[src/rtl/core/dmpi_pkg.sv]
// Shared types, widths and constants for the dual-motor PI speed loop.
// Holds the microcode program table used by the sequencer.
// No dependencies.
package dmpi_pkg;

   // payload field widths
   localparam int IN_COUNT_W = 32;
   localparam int TARGET_W   = 16;
   localparam int BASE_W     = 13;
   localparam int MAG_W      = 13;
   localparam int SPEED_W    = 16;

   // register widths
   localparam int SCALE_W  = 32;
   localparam int ALPHA_W  = 17;
   localparam int GAIN_W   = 16;
   localparam int LIMIT_W  = 12;
   localparam int DBAND_W  = 8;
   localparam int CSR_IDX_W  = 3;
   localparam int CSR_DATA_W = 32;

   // datapath widths
   localparam int MUL_W  = 33;
   localparam int PROD_W = 2 * MUL_W;
   localparam int RAW_W  = 32;
   localparam int FILT_W = 32;
   localparam int ERR_W  = 18;
   localparam int OUT_W  = 13;
   localparam int DRV_W  = 14;
   localparam int STEP_W = 4;

   localparam logic signed [RAW_W-1:0] RAW_LIMIT = 32'sh7FFF_0000;
   localparam logic [ALPHA_W-1:0]      ALPHA_ONE = 17'h1_0000;

   localparam logic WHEEL_A = 1'b0;
   localparam logic WHEEL_B = 1'b1;

   // register reset values
   localparam logic [SCALE_W-1:0]        RST_SPEED_SCALE  = 32'd65536;
   localparam logic [ALPHA_W-1:0]        RST_FILTER_ALPHA = 17'd13107;
   localparam logic signed [GAIN_W-1:0]  RST_DIFF_GAIN_A  = 16'sd1792;
   localparam logic signed [GAIN_W-1:0]  RST_ERR_GAIN_A   = 16'sd0;
   localparam logic signed [GAIN_W-1:0]  RST_DIFF_GAIN_B  = 16'sd1920;
   localparam logic signed [GAIN_W-1:0]  RST_ERR_GAIN_B   = 16'sd0;
   localparam logic [LIMIT_W-1:0]        RST_OUTPUT_LIMIT = 12'd1220;
   localparam logic [DBAND_W-1:0]        RST_DEADBAND     = 8'd5;

   typedef enum logic [CSR_IDX_W-1:0] {
      CSR_SPEED_SCALE  = 3'd0,
      CSR_FILTER_ALPHA = 3'd1,
      CSR_DIFF_GAIN_A  = 3'd2,
      CSR_ERR_GAIN_A   = 3'd3,
      CSR_DIFF_GAIN_B  = 3'd4,
      CSR_ERR_GAIN_B   = 3'd5,
      CSR_OUTPUT_LIMIT = 3'd6,
      CSR_DEADBAND     = 3'd7
   } csr_index_type;

   typedef struct packed {
      logic [SCALE_W-1:0]       speed_scale;
      logic [ALPHA_W-1:0]       filter_alpha;
      logic signed [GAIN_W-1:0] diff_gain_a;
      logic signed [GAIN_W-1:0] err_gain_a;
      logic signed [GAIN_W-1:0] diff_gain_b;
      logic signed [GAIN_W-1:0] err_gain_b;
      logic [LIMIT_W-1:0]       output_limit;
      logic [DBAND_W-1:0]       target_deadband;
   } cfg_type;

   typedef struct packed {
      logic signed [IN_COUNT_W-1:0] count_a;
      logic signed [IN_COUNT_W-1:0] count_b;
      logic signed [TARGET_W-1:0]   target_speed;
      logic signed [BASE_W-1:0]     base_drive;
      logic                         mode;
   } req_data_type;

   typedef enum logic [3:0] {
      OP_NOP,
      OP_DIFF,
      OP_SAT,
      OP_LOAD_PROD,
      OP_ADD_PROD,
      OP_FILT_STORE,
      OP_ERROR,
      OP_PERR,
      OP_INC_SCALE,
      OP_ACC_CLAMP,
      OP_ACC_OUT,
      OP_DRIVE
   } op_type;

   typedef enum logic [2:0] {
      MS_NONE,
      MS_SCALE,
      MS_FILT_OLD,
      MS_FILT_NEW,
      MS_DIFF,
      MS_ERR
   } mul_src_type;

   typedef enum logic [1:0] {
      JC_NEXT,
      JC_WAIT_REQ,
      JC_LOOP_WHEEL,
      JC_WAIT_OUT
   } cond_type;

   typedef logic [STEP_W-1:0] step_type;

   localparam step_type ST_IDLE      = 4'd0;
   localparam step_type ST_DIFF      = 4'd1;
   localparam step_type ST_MUL_SCALE = 4'd2;
   localparam step_type ST_SAT       = 4'd3;
   localparam step_type ST_MUL_NEW   = 4'd4;
   localparam step_type ST_FSUM      = 4'd5;
   localparam step_type ST_FSTORE    = 4'd6;
   localparam step_type ST_ERROR     = 4'd7;
   localparam step_type ST_MUL_DIFF  = 4'd8;
   localparam step_type ST_MUL_ERR   = 4'd9;
   localparam step_type ST_ISUM      = 4'd10;
   localparam step_type ST_ISCALE    = 4'd11;
   localparam step_type ST_ACC       = 4'd12;
   localparam step_type ST_ACC_OUT   = 4'd13;
   localparam step_type ST_DRIVE     = 4'd14;
   localparam step_type ST_LAST      = ST_DRIVE;

   typedef struct packed {
      op_type      op;
      mul_src_type mul_src;
      cond_type    cond;
      step_type    target;
   } uword_type;

   typedef struct packed {
      op_type      op;
      mul_src_type mul_src;
      logic        wheel;
      logic        accept;
   } ctl_type;

   typedef struct packed {
      logic out_free;
   } stat_type;

   // Microcode program. Steps 1..13 run once per wheel; the multiplier
   // result of a step is consumed by the following step.
   function automatic uword_type ucode_rom(input step_type step);
      uword_type w;
      unique case (step)
         ST_IDLE:      w = '{OP_NOP,        MS_NONE,     JC_WAIT_REQ,   ST_IDLE};
         ST_DIFF:      w = '{OP_DIFF,       MS_NONE,     JC_NEXT,       ST_IDLE};
         ST_MUL_SCALE: w = '{OP_NOP,        MS_SCALE,    JC_NEXT,       ST_IDLE};
         ST_SAT:       w = '{OP_SAT,        MS_FILT_OLD, JC_NEXT,       ST_IDLE};
         ST_MUL_NEW:   w = '{OP_LOAD_PROD,  MS_FILT_NEW, JC_NEXT,       ST_IDLE};
         ST_FSUM:      w = '{OP_ADD_PROD,   MS_NONE,     JC_NEXT,       ST_IDLE};
         ST_FSTORE:    w = '{OP_FILT_STORE, MS_NONE,     JC_NEXT,       ST_IDLE};
         ST_ERROR:     w = '{OP_ERROR,      MS_NONE,     JC_NEXT,       ST_IDLE};
         ST_MUL_DIFF:  w = '{OP_PERR,       MS_DIFF,     JC_NEXT,       ST_IDLE};
         ST_MUL_ERR:   w = '{OP_LOAD_PROD,  MS_ERR,      JC_NEXT,       ST_IDLE};
         ST_ISUM:      w = '{OP_ADD_PROD,   MS_NONE,     JC_NEXT,       ST_IDLE};
         ST_ISCALE:    w = '{OP_INC_SCALE,  MS_NONE,     JC_NEXT,       ST_IDLE};
         ST_ACC:       w = '{OP_ACC_CLAMP,  MS_NONE,     JC_NEXT,       ST_IDLE};
         ST_ACC_OUT:   w = '{OP_ACC_OUT,    MS_NONE,     JC_LOOP_WHEEL, ST_DIFF};
         ST_DRIVE:     w = '{OP_DRIVE,      MS_NONE,     JC_WAIT_OUT,   ST_IDLE};
         default:      w = '{OP_NOP,        MS_NONE,     JC_NEXT,       ST_IDLE};
      endcase
      return w;
   endfunction

endpackage

[src/rtl/core/dmpi_if.sv]


interface dmpi_rsp_if;
   import dmpi_pkg::*;
   logic                      valid;
   logic                      ready;
   logic                      dir_left;
   logic [MAG_W-1:0]          mag_left;
   logic                      dir_right;
   logic [MAG_W-1:0]          mag_right;
   logic signed [SPEED_W-1:0] speed_a_now;
   logic signed [SPEED_W-1:0] speed_b_now;
   modport source (output valid, dir_left, mag_left, dir_right, mag_right,
                   speed_a_now, speed_b_now, input ready);
   modport sink   (input valid, dir_left, mag_left, dir_right, mag_right,
                   speed_a_now, speed_b_now, output ready);
endinterface


[src/rtl/core/dmpi_datapath.sv]
// Datapath driven by the microcode word: shared 33x33 multiplier with a
// registered product, sum register, per-wheel state and the response register.
// Depends on dmpi_pkg and dmpi_if.
module dmpi_datapath #(
   parameter int COUNT_WIDTH   = 32,
   parameter int ACC_FRAC_BITS = 8
) (
   input  logic                   clock,
   input  logic                   reset,
   input  dmpi_pkg::cfg_type      cfg,
   input  dmpi_pkg::ctl_type      ctl,
   input  dmpi_pkg::req_data_type req_data,
   output dmpi_pkg::stat_type     stat,
   dmpi_rsp_if.source             rsp_if
);
   import dmpi_pkg::*;

   localparam int SH     = ACC_FRAC_BITS - 8;
   localparam int PSH    = (SH > 0) ? SH : 0;
   localparam int NSH    = (SH < 0) ? -SH : 1;
   localparam int INC_W  = 36 + PSH;
   localparam int SUM_W  = (INC_W > 49) ? INC_W : 49;
   localparam int ACC_W  = LIMIT_W + ACC_FRAC_BITS + 1;
   localparam int DIFF_W = ERR_W + 1;
   localparam logic signed [PROD_W-1:0] PROD_LIM = PROD_W'(RAW_LIMIT);

   // latched request
   logic [COUNT_WIDTH-1:0]     count_ff [2];
   logic signed [TARGET_W-1:0] target_ff;
   logic signed [BASE_W-1:0]   base_ff;
   logic                       mode_ff;

   // per-wheel state
   logic [COUNT_WIDTH-1:0]       prev_ff  [2];
   logic signed [FILT_W-1:0]     filt_ff  [2];
   logic signed [ERR_W-1:0]      perr_ff  [2];
   logic signed [ACC_W-1:0]      acc_ff   [2];
   logic signed [SPEED_W-1:0]    speed_ff [2];
   logic signed [OUT_W-1:0]      out_ff   [2];

   // work registers
   logic signed [COUNT_WIDTH-1:0] delta_ff, delta_in;
   logic signed [RAW_W-1:0]       raw_ff, raw_in;
   logic signed [ERR_W-1:0]       err_ff, err_in;
   logic signed [PROD_W-1:0]      product_ff, product_in;
   logic signed [SUM_W-1:0]       sum_ff, sum_in;

   // response register
   logic                      rsp_valid_ff;
   logic                      dir_left_ff, dir_right_ff;
   logic [MAG_W-1:0]          mag_left_ff, mag_right_ff;
   logic signed [SPEED_W-1:0] speed_a_ff, speed_b_ff;

   logic                      w;
   logic [ALPHA_W-1:0]        alpha_c, alpha_rest;
   logic signed [DIFF_W-1:0]  err_diff;
   logic signed [GAIN_W-1:0]  gain_diff, gain_err;
   logic signed [MUL_W-1:0]   mul_a, mul_b;
   logic signed [FILT_W-1:0]  filt_in, fq;
   logic signed [SUM_W-1:0]   sq, inc_scaled;
   logic signed [SPEED_W-1:0] speed_in;
   logic signed [ACC_W-1:0]   lim_acc, acc_in, aq;
   logic signed [SUM_W:0]     acc_sum, lim_ext;
   logic signed [OUT_W-1:0]   out_in;
   logic signed [TARGET_W:0]  tgt_ext;
   logic [TARGET_W:0]         tgt_abs;
   logic signed [TARGET_W-1:0] target_in;
   logic signed [DRV_W-1:0]   left_in, right_in;
   logic                      dir_left_in, dir_right_in;
   logic [MAG_W-1:0]          mag_left_in, mag_right_in;

   assign w = ctl.wheel;
   assign stat.out_free = !rsp_valid_ff || rsp_if.ready;

   // deadband applies in base mode only
   always_comb begin
      tgt_ext   = (TARGET_W+1)'(req_data.target_speed);
      tgt_abs   = (tgt_ext < 0) ? -tgt_ext : tgt_ext;
      target_in = req_data.target_speed;
      if (req_data.mode && (tgt_abs < (TARGET_W+1)'(cfg.target_deadband)))
         target_in = '0;
   end

   assign delta_in   = $signed(count_ff[w] - prev_ff[w]);
   assign alpha_c    = (cfg.filter_alpha > ALPHA_ONE) ? ALPHA_ONE : cfg.filter_alpha;
   assign alpha_rest = ALPHA_ONE - alpha_c;
   assign err_diff   = DIFF_W'(err_ff) - DIFF_W'(perr_ff[w]);
   assign gain_diff  = (w == WHEEL_B) ? cfg.diff_gain_b : cfg.diff_gain_a;
   assign gain_err   = (w == WHEEL_B) ? cfg.err_gain_b : cfg.err_gain_a;

   always_comb begin
      mul_a = '0;
      mul_b = '0;
      unique case (ctl.mul_src)
         MS_NONE: ;
         MS_SCALE: begin
            mul_a = MUL_W'(delta_ff);
            mul_b = MUL_W'(cfg.speed_scale);
         end
         MS_FILT_OLD: begin
            mul_a = MUL_W'(filt_ff[w]);
            mul_b = MUL_W'(alpha_rest);
         end
         MS_FILT_NEW: begin
            mul_a = MUL_W'(raw_ff);
            mul_b = MUL_W'(alpha_c);
         end
         MS_DIFF: begin
            mul_a = MUL_W'(err_diff);
            mul_b = MUL_W'(gain_diff);
         end
         MS_ERR: begin
            mul_a = MUL_W'(err_ff);
            mul_b = MUL_W'(gain_err);
         end
         default: ;
      endcase
   end

   assign product_in = mul_a * mul_b;

   // symmetric saturation of the scaled count difference
   always_comb begin
      if (product_ff > PROD_LIM)
         raw_in = RAW_LIMIT;
      else if (product_ff < -PROD_LIM)
         raw_in = -RAW_LIMIT;
      else
         raw_in = product_ff[RAW_W-1:0];
   end

   // divides by 2^16, toward zero
   always_comb begin
      sq = sum_ff >>> 16;
      if (sum_ff < 0 && sum_ff[15:0] != '0)
         sq = sq + 1;
      filt_in = sq[FILT_W-1:0];
   end

   always_comb begin
      fq = filt_ff[w] >>> 16;
      if (filt_ff[w] < 0 && filt_ff[w][15:0] != '0)
         fq = fq + 1;
      speed_in = fq[SPEED_W-1:0];
      err_in   = ERR_W'(target_ff) - ERR_W'(speed_in);
   end

   // bring the Q.8 increment to ACC_FRAC_BITS
   always_comb begin
      if (SH >= 0) begin
         inc_scaled = sum_ff <<< PSH;
      end else begin
         inc_scaled = sum_ff >>> NSH;
         if (sum_ff < 0 && sum_ff[NSH-1:0] != '0)
            inc_scaled = inc_scaled + 1;
      end
   end

   assign lim_acc = $signed(ACC_W'({cfg.output_limit, {ACC_FRAC_BITS{1'b0}}}));
   assign lim_ext = (SUM_W+1)'(lim_acc);
   assign acc_sum = (SUM_W+1)'(acc_ff[w]) + (SUM_W+1)'(sum_ff);

   always_comb begin
      if (acc_sum >= lim_ext)
         acc_in = lim_acc;
      else if (acc_sum <= -lim_ext)
         acc_in = -lim_acc;
      else
         acc_in = acc_sum[ACC_W-1:0];
   end

   always_comb begin
      aq = acc_ff[w] >>> ACC_FRAC_BITS;
      if (acc_ff[w] < 0 && acc_ff[w][ACC_FRAC_BITS-1:0] != '0)
         aq = aq + 1;
      out_in = aq[OUT_W-1:0];
   end

   always_comb begin
      if (mode_ff) begin
         left_in      = DRV_W'(base_ff) - DRV_W'(out_ff[0]);
         right_in     = DRV_W'(base_ff) + DRV_W'(out_ff[1]);
         dir_left_in  = (left_in >= 0);
         dir_right_in = (right_in >= 0);
      end else begin
         left_in      = DRV_W'(out_ff[0]);
         right_in     = DRV_W'(out_ff[1]);
         dir_left_in  = (left_in > 0);
         dir_right_in = (right_in > 0);
      end
      mag_left_in  = MAG_W'((left_in < 0) ? -left_in : left_in);
      mag_right_in = MAG_W'((right_in < 0) ? -right_in : right_in);
   end

   always_comb begin
      sum_in = sum_ff;
      unique case (ctl.op)
         OP_LOAD_PROD: sum_in = product_ff[SUM_W-1:0];
         OP_ADD_PROD:  sum_in = sum_ff + product_ff[SUM_W-1:0];
         OP_INC_SCALE: sum_in = inc_scaled;
         default: ;
      endcase
   end

   // wheel state
   always_ff @(posedge clock) begin
      if (reset) begin
         for (int i = 0; i < 2; i++) begin
            prev_ff[i] <= '0;
            filt_ff[i] <= '0;
            perr_ff[i] <= '0;
            acc_ff[i]  <= '0;
         end
      end else begin
         unique case (ctl.op)
            OP_DIFF:       prev_ff[w] <= count_ff[w];
            OP_FILT_STORE: filt_ff[w] <= filt_in;
            OP_PERR:       perr_ff[w] <= err_ff;
            OP_ACC_CLAMP:  acc_ff[w]  <= acc_in;
            default: ;
         endcase
      end
   end

   // work registers, no reset
   always_ff @(posedge clock) begin
      product_ff <= product_in;
      sum_ff     <= sum_in;
      if (ctl.accept) begin
         count_ff[0] <= req_data.count_a[COUNT_WIDTH-1:0];
         count_ff[1] <= req_data.count_b[COUNT_WIDTH-1:0];
         target_ff   <= target_in;
         base_ff     <= req_data.base_drive;
         mode_ff     <= req_data.mode;
      end
      unique case (ctl.op)
         OP_DIFF:    delta_ff <= delta_in;
         OP_SAT:     raw_ff   <= raw_in;
         OP_ERROR: begin
            err_ff      <= err_in;
            speed_ff[w] <= speed_in;
         end
         OP_ACC_OUT: out_ff[w] <= out_in;
         default: ;
      endcase
   end

   // response register: loaded only when empty or being drained
   always_ff @(posedge clock) begin
      if (reset) begin
         rsp_valid_ff <= 1'b0;
      end else if (ctl.op == OP_DRIVE && stat.out_free) begin
         rsp_valid_ff <= 1'b1;
      end else if (rsp_if.ready) begin
         rsp_valid_ff <= 1'b0;
      end
   end

   always_ff @(posedge clock) begin
      if (ctl.op == OP_DRIVE && stat.out_free) begin
         dir_left_ff  <= dir_left_in;
         mag_left_ff  <= mag_left_in;
         dir_right_ff <= dir_right_in;
         mag_right_ff <= mag_right_in;
         speed_a_ff   <= speed_ff[0];
         speed_b_ff   <= speed_ff[1];
      end
   end

   assign rsp_if.valid       = rsp_valid_ff;
   assign rsp_if.dir_left    = dir_left_ff;
   assign rsp_if.mag_left    = mag_left_ff;
   assign rsp_if.dir_right   = dir_right_ff;
   assign rsp_if.mag_right   = mag_right_ff;
   assign rsp_if.speed_a_now = speed_a_ff;
   assign rsp_if.speed_b_now = speed_b_ff;

`ifndef NO_ASSERTIONS
   ap_acc_bound: assert property (@(posedge clock) disable iff (reset)
      ctl.op == OP_ACC_CLAMP |=> (acc_ff[w] <= lim_acc && acc_ff[w] >= -lim_acc))
      else $error("accumulator outside the output limit after clamp");

   ap_speed_range: assert property (@(posedge clock) disable iff (reset)
      ctl.op == OP_ERROR |=> speed_ff[w] != {1'b1, {(SPEED_W-1){1'b0}}})
      else $error("filtered speed reached the most negative code");

   ap_rsp_source: assert property (@(posedge clock) disable iff (reset)
      $rose(rsp_valid_ff) |-> $past(ctl.op == OP_DRIVE))
      else $error("response word raised outside the drive step");
`endif

endmodule

[src/flat_wrapper.sv]
// flat-port wrapper written by rule: the top's interface ports become plain ports
module dmpi_datapath_flat import dmpi_pkg::*;
#(
   parameter int COUNT_WIDTH   = 32,
   parameter int ACC_FRAC_BITS = 8
)
  (clock, reset, cfg, ctl, req_data, stat, rsp_if_valid, rsp_if_dir_left, rsp_if_mag_left, rsp_if_dir_right, rsp_if_mag_right, rsp_if_speed_a_now, rsp_if_speed_b_now, rsp_if_ready);
  dmpi_rsp_if rsp_if_i ();
  input  logic clock;
  input  logic reset;
  input  dmpi_pkg::cfg_type cfg;
  input  dmpi_pkg::ctl_type ctl;
  input  dmpi_pkg::req_data_type req_data;
  output dmpi_pkg::stat_type stat;
  output wire logic [$bits(rsp_if_i.valid)-1:0] rsp_if_valid;
  output wire logic [$bits(rsp_if_i.dir_left)-1:0] rsp_if_dir_left;
  output wire logic [$bits(rsp_if_i.mag_left)-1:0] rsp_if_mag_left;
  output wire logic [$bits(rsp_if_i.dir_right)-1:0] rsp_if_dir_right;
  output wire logic [$bits(rsp_if_i.mag_right)-1:0] rsp_if_mag_right;
  output wire logic [$bits(rsp_if_i.speed_a_now)-1:0] rsp_if_speed_a_now;
  output wire logic [$bits(rsp_if_i.speed_b_now)-1:0] rsp_if_speed_b_now;
  input wire logic [$bits(rsp_if_i.ready)-1:0] rsp_if_ready;
  assign rsp_if_valid = rsp_if_i.valid;
  assign rsp_if_dir_left = rsp_if_i.dir_left;
  assign rsp_if_mag_left = rsp_if_i.mag_left;
  assign rsp_if_dir_right = rsp_if_i.dir_right;
  assign rsp_if_mag_right = rsp_if_i.mag_right;
  assign rsp_if_speed_a_now = rsp_if_i.speed_a_now;
  assign rsp_if_speed_b_now = rsp_if_i.speed_b_now;
  assign rsp_if_i.ready = rsp_if_ready;
  dmpi_datapath #(.COUNT_WIDTH(COUNT_WIDTH), .ACC_FRAC_BITS(ACC_FRAC_BITS)) u_core (.clock(clock), .reset(reset), .cfg(cfg), .ctl(ctl), .req_data(req_data), .stat(stat), .rsp_if(rsp_if_i));
endmodule
[config.mk]
export PLATFORM = sky130hd
export DESIGN_NAME = dmpi_datapath_flat
export DESIGN_NICKNAME = d
export VERILOG_FILES = /design/src/rtl/core/dmpi_pkg.sv /design/src/rtl/core/dmpi_if.sv /design/src/rtl/core/dmpi_datapath.sv /design/src/flat_wrapper.sv
export SDC_FILE = /design/constraint.sdc
export NUM_CORES = 2
export LEC_CHECK = 0
export CAP_MARGIN = 10
export CORE_UTILIZATION = 40
export CTS_CLUSTER_DIAMETER = 30
export DETAILED_ROUTE_END_ITERATION = 10
export DONT_BUFFER_PORTS = 1
export HOLD_SLACK_MARGIN = 0.12
export PLACE_DENSITY_LB_ADDON = 0.15
export SYNTH_ARGS = -nofsm -noshare
export SYNTH_HDL_FRONTEND = slang
export SYNTH_SLANG_ARGS = --single-unit
[constraint.sdc]
create_clock -name clock -period 17.5 [get_ports clock]
set_input_delay 0.875 -clock clock [delete_from_list [all_inputs] [get_ports clock]]
set_output_delay 0.875 -clock clock [all_outputs]
set_load 0.005 [all_outputs]
Yosys cells after proc, flatten, opt, wreduce, memory -nomap -nowiden:

Memories as Yosys holds them, arrays and structs flattened. A register that Yosys moved wholly into a read port is not among the register bits.
Index checks and enable logic that the tools add are counted.

* register bits: 255
* memory bits (writable): 328
* output and inout bits: 62
* memories: 7

* add/subtract/negate cells: 16
* multiply operators: 1
* magnitude comparators: 16
* equality and inequality tests: 15
* muxes and demuxes: 53
* reduce and logical (&&, ||, !) cells: 17

Memories
* u_core.count_ff: depth 2, bits a word 32, rd ports 1, clocked after memory_dff 0, write ports 2, line dmpi_datapath.sv:28 `logic [COUNT_WIDTH-1:0] count_ff [2];`
* u_core.filt_ff: depth 2, bits a word 32, rd ports 1, clocked after memory_dff 0, write ports 2, line dmpi_datapath.sv:35 `logic signed [FILT_W-1:0] filt_ff [2];`
* u_core.prev_ff: depth 2, bits a word 32, rd ports 1, clocked after memory_dff 0, write ports 2, line dmpi_datapath.sv:34 `logic [COUNT_WIDTH-1:0] prev_ff [2];`
* u_core.acc_ff: depth 2, bits a word 21, rd ports 1, clocked after memory_dff 0, write ports 2, line dmpi_datapath.sv:37 `logic signed [ACC_W-1:0] acc_ff [2];`
* u_core.perr_ff: depth 2, bits a word 18, rd ports 1, clocked after memory_dff 0, write ports 2, line dmpi_datapath.sv:36 `logic signed [ERR_W-1:0] perr_ff [2];`
* u_core.speed_ff: depth 2, bits a word 16, rd ports 2, clocked after memory_dff 2, write ports 1, line dmpi_datapath.sv:38 `logic signed [SPEED_W-1:0] speed_ff [2];`
* 1 more memories

Operators with widths (count)
* 33-bit case mux with 5 select lines: 2
* 32-bit two-way mux: 4
* 49-bit case mux with 2 select lines: 1
* 66-bit by 32-bit > comparator with 1-bit output (second input constant): 1
* 66-bit by 32-bit < comparator with 1-bit output (second input constant): 1
* 33-bit by 33-bit multiplier with 66-bit output: 1
* 32-bit OR reduction: 2
* 21-bit two-way mux: 3
* 21-bit by 49-bit adder with 50-bit output: 1
* 50-bit by 21-bit greater-or-equal comparator with 1-bit output: 1
* 50-bit less-or-equal comparator: 1
* 20-bit negation with 50-bit output: 1
* 49-bit adder: 1
* 49-bit by 1-bit < comparator with 1-bit output (second input constant): 1
* 16-bit two-way mux: 3
* 13-bit two-way mux: 3
* 17-bit two-way mux: 2
* 32-bit by 2-bit adder with 32-bit output (second input constant): 1
* 32-bit by 1-bit < comparator with 1-bit output (second input constant): 1
* 1-bit two-way mux: 32
* 16-bit nonzero test: 2
* 32-bit subtractor: 1
* 14-bit by 1-bit greater-or-equal comparator with 1-bit output (second input constant): 2
* 14-bit by 1-bit < comparator with 1-bit output (second input constant): 2
* other kinds (32): 48

Longest topological paths before layout:

* word-level depth: 6
* mapped depth: 54
* gate-level depth less buffers: 44

Worst setup path after synthesis:

No wires, ideal clock.

* path type: input port to flip-flop
* start: input port ctl[1] (netlist name)
* end: register u_core.product_ff[65]
* library setup time: 0.125 ns
* data arrival time: 14.468 ns
* slack: 2.907 ns
* stages on the path: 53
* path through: clkbuf_1 -> buf_1 -> clkbuf_1 -> clkbuf_1 -> clkbuf_1 -> clkbuf_1 -> clkbuf_1 -> mux2_2 -> ha_1 -> fa_1 -> nor2b_1 -> a221oi_1 -> o21ai_0 -> a21o_1 -> a21o_1 -> a21o_1 -> a21o_1 -> a21oi_1 -> (+17 left out) -> inv_1 -> fa_1 -> inv_1 -> fa_1 -> inv_1 -> ha_1 -> a21o_1 -> a21o_1 -> a211oi_1 -> o21ai_0 -> o211ai_1 -> a31oi_1 -> o211ai_1 -> o21ai_0 -> a22o_1 -> a211o_1 -> a211oi_1 -> xnor2_1

* word-level cells in the longest chain between the ends: 4

Ends and longest elaborated chain
* from (decl): line flat_wrapper.sv:12 `input dmpi_pkg::ctl_type ctl;`
* memory 2 x 18 bit
* 17-bit by 18-bit subtractor with 19-bit output: line dmpi_datapath.sv:87 `assign err_diff = DIFF_W'(err_ff) - DIFF_W'(perr_ff[w]);`
* 33-bit case mux with 5 select lines: line dmpi_datapath.sv:94 `unique case (ctl.mul_src)`
* 33-bit by 33-bit multiplier with 66-bit output (*): line dmpi_datapath.sv:120 `assign product_in = mul_a * mul_b;`
* named net u_core.product_in[65]: line dmpi_datapath.sv:45 `logic signed [PROD_W-1:0] product_ff, product_in;`
* to (signal assigned): line dmpi_datapath.sv:227 `product_ff <= product_in;`
* to (decl): line dmpi_datapath.sv:45

The timed path passes the listed nets; every way through them passes the cells marked *.
A chain may end at the register's enable or synchronous reset.

Worst setup path in the final report:

* start: input port ctl[1] (netlist name)
* end: register u_core.product_ff[64]

Same word-level chain as after synthesis.

==> flow_summary.toml <==
[outcome]
status = "complete, but fails checks"
failed_checks = "DRC"

[worst_setup_path]
cp-end-kind = "flip-flop"
critPathLaunchType = "input port"
cp_slowest_cell = "o31ai_1"
rrSetupSlack_ns = 3.96
critPathRequiredTime_ns = 18.17
critPathArrivalTime_ns = 14.22
crit_top_cell = "fa_1"
critical_path_class = "in -> reg"
path_max_fanout = 255
crit_path_max_incr_delay_ns = 1.11

[synth]
yosysSeqAreaShare_pct = 23.45
syn-cell-area_um2 = 75620
synth_commonest_cells = "inv_1, fa_1, nand2_1"
synth_edf_count = 546
syn_inst = 8023
yosysWarnings = 0
avgSynthCellArea_um2 = 9.426
synth_top_cells_by_area = "fa_1, edfxtp_1, ha_1, inv_1, nand2_1"
synth_top_cell_by_area = "fa_1"
async_reset_ff_share_pct = 0
synth_flop_cell = "edfxtp_1"
synthMostInstantiatedCell = "inv_1"
post-synth-top-area-fraction_pct = 29.89
yosysUniqueCellTypes = 94
ys_ff_latch = 613
syn_nets = 9867

[finish]
syn_to_final_growth_pct = 11.30
final_cell_count_no_fill = 10600
multiInputGateArea_um2 = 51840
regArea_um2 = 17740
finalInstanceArea_um2 = 84170
layout-drive-gt1-share_pct = 6.601
fin_nets = 9811
fillers = 18080

[run]
maxCapViolations = 0

[detailed_routing]
highest_layer = "met5"
drt_iter0_drc = 4257
vias = 57350
dr.pass1.iters = 9
wl_met3_mm = 15.87
antenna_left = 0
wl_met2_mm = 112.9
drc = 16
wl_per_cell_um = 23.22
drt-total-wl_mm = 246.2
m1WireLength_mm = 108.5
vias_per_cell = 5.411

[timing]
max_slew.worst_pin.slew_ns = 1.244
setup_viol = 0
min_period_ns = 13.55
finClkSkew_ns = 0.07388
period_share_pct = 77.42
rsz0062_at_grt = "false"
max_freq_mhz = 73.81
whs_ns = 0.1821
tns_ns = 0
slew-limit-headroom_pct = 16.47
hold_viol = 0
slew_viol_final = 0

[grt]
antenna_found_initial = 15
grt_use_total_pct = 26.15
grt_pass1_vias = 58860
grt_pass1_wl_mm = 376.1
grt_start_max_net_pins = 256
grt-ovfl-total = 0

[clocking]
h-tree-depth = 4
cts_made_buffers = 146
holdBufCountCts = 0
clkTransAtPathRegs_ns = 0.05
cts_root_buffer = "clkbuf_16"
cts_resized = 0
clock-sinks = 613
cts_buffer_depth = 3
clk_latency_ns = 0.79
post-cts-setup-buffers = 0
cts_tree = "done"

[power]
seq_power_share_pct = 13.5
p_leak_uw = 0.03834
p_int_uw = 7876
power_switching_uw = 7629
pwr-share-comb_pct = 68.0
peakVddDrop_uv = 251.6
p_sw_share_pct = 49.20
p_per_area_nw_per_um2 = 184.2
pwr-share-clk_pct = 18.5

[die]
io-pin-count = 301
die-area_um2 = 190800
num_rows = 159
coreArea_um2 = 187800
start_util_pct = 40.27
die-width_um = 436.8
die_h_um = 436.8

[place]
placed_cell_area_um2 = 78870
io_buffers = 0
placedCellCount = 10310
gp_congestion = 0.9306
hpwl_mm = 199.9

[hold_path]
worstHoldPathType = "in -> reg"
-- final timing paths --
path / startpoint / end / cells after the start
setup / recovery: ctl[1] / u_core.product_ff[64]$_DFF_P_ / 43
hold / removal: req_data[7] / u_core.base_ff[6]$_DFFE_PP_ / 0
setup reg to reg: u_core.err_ff[0]$_DFFE_PN_ / u_core.product_ff[64]$_DFF_P_ / 43
hold reg to reg: u_core.speed_ff[1][0]$_DFFE_PP_ / rsp_if_speed_b_now[0]$_DFFE_PP_ / 0
-- cell usage in the layout (no fill, tap or decap), types with 19 or more instances in the layout --
cell / n
a31oi_1: 31
a211oi_1: 32
and3_1: 71
dfxtp_1: 67
nor2_1: 839
o22ai_1: 22
o21a_1: 44
o21bai_1: 38
mux2i_1: 141
inv_1: 1394
ha_1: 476
mux2_2: 40
bufinv_16: 23
fa_1: 1129
nand3_1: 79
xor2_1: 114
nand2_1: 937
clkbuf_1: 19
edfxtp_1: 546
buf_4: 125
a21oi_1: 296
or2_2: 28
clkbuf_16: 146
nand4_1: 64
nand2b_1: 92
a21o_1: 136
o21ai_0: 227
xnor2_1: 196
nor2b_1: 50
and2_1: 92
clkinv_2: 25
nor3_1: 78
nor4_1: 76
-- state kept, by name, summed over array words and instances, names as in the netlist, 34 cells and up --
register and cells:
u_core.acc_ff 42, u_core.count_ff 64, u_core.filt_ff 64, u_core.inc_scaled 49, u_core.perr_ff 34, u_core.prev_ff 64
u_core.product_ff 66
-- metrics by stage --
| stage | total power, µW | util [%] | setup WS (ns) |
|---|---|---|---|
| 2_1_floorplan | 9505 | - | 2.907 |
| 3_3_place_gp | 12510 | 42.00 | 3.796 |
| 3_5_place_dp | 12500 | 42.00 | 3.654 |
| 4_1_cts | 15540 | 44.79 | 4.241 |
| 5_1_grt | 16960 | 44.81 | 3.292 |
| 6_report | 15500 | 44.82 | 3.952 |
-- critical path: cells and delay by family --
family,cells,cell delay (ns)
muxes,1,0.29
xor gates and xnor gates,1,0.16
AOI/OAI and AO/OA,19,6.07
adders and majority gates,11,4.93
buffers and inverters,7,0.79
and+or+nand+nor,4,0.94
-- cell families (layout without fill, tap and decap cells) --
| family | Yosys count | after routing | synth area share [%] |
|---|---|---|---|
| simple gates | 2509 | 2509 | 14.85 |
| buf+inv | 1725 | 1792 | 8.610 |
| fa+ha+maj | 1605 | 1605 | 37.76 |
| compound gates | 1080 | 1080 | 9.267 |
| flops | 613 | 613 | 23.45 |
| xor+xnor | 310 | 310 | 3.590 |
| mux | 181 | 181 | 2.462 |
| other cells | 0 | 14 | 0 |
-- metal layers --
layer,up-vias,global-route usage [%]
met5,-,0
met4,2,8.927
met3,273,3.866
met2,1925,41.25
met1,29270,36.64
li1,25880,-
-- layout make-up --
cell class	instances	area share [%]
well taps	2495	3.709
multi-input cells	5685	61.59
diodes	14	0.04162
clock buffers	170	4.507
flip-flops and latches	613	21.07
clock inverters	101	1.733
inverters	1395	6.221
repair buffers	126	1.128
-- power groups by stage --
| stage | Combinational [µW] | Clock (µW) | Sequential [µW] |
|---|---|---|---|
| 6_report | 10500 | 2860 | 2090 |
| 5_1_grt | 11900 | 2980 | 2100 |
| 4_1_cts | 10500 | 2900 | 2080 |
| 3_5_place_dp | 10400 | 0 | 2110 |
| 3_3_place_gp | 10400 | 0 | 2110 |
| 2_1_floorplan | 7510 | 0 | 2000 |
Note: power is estimated with default switching activity, not from simulation.
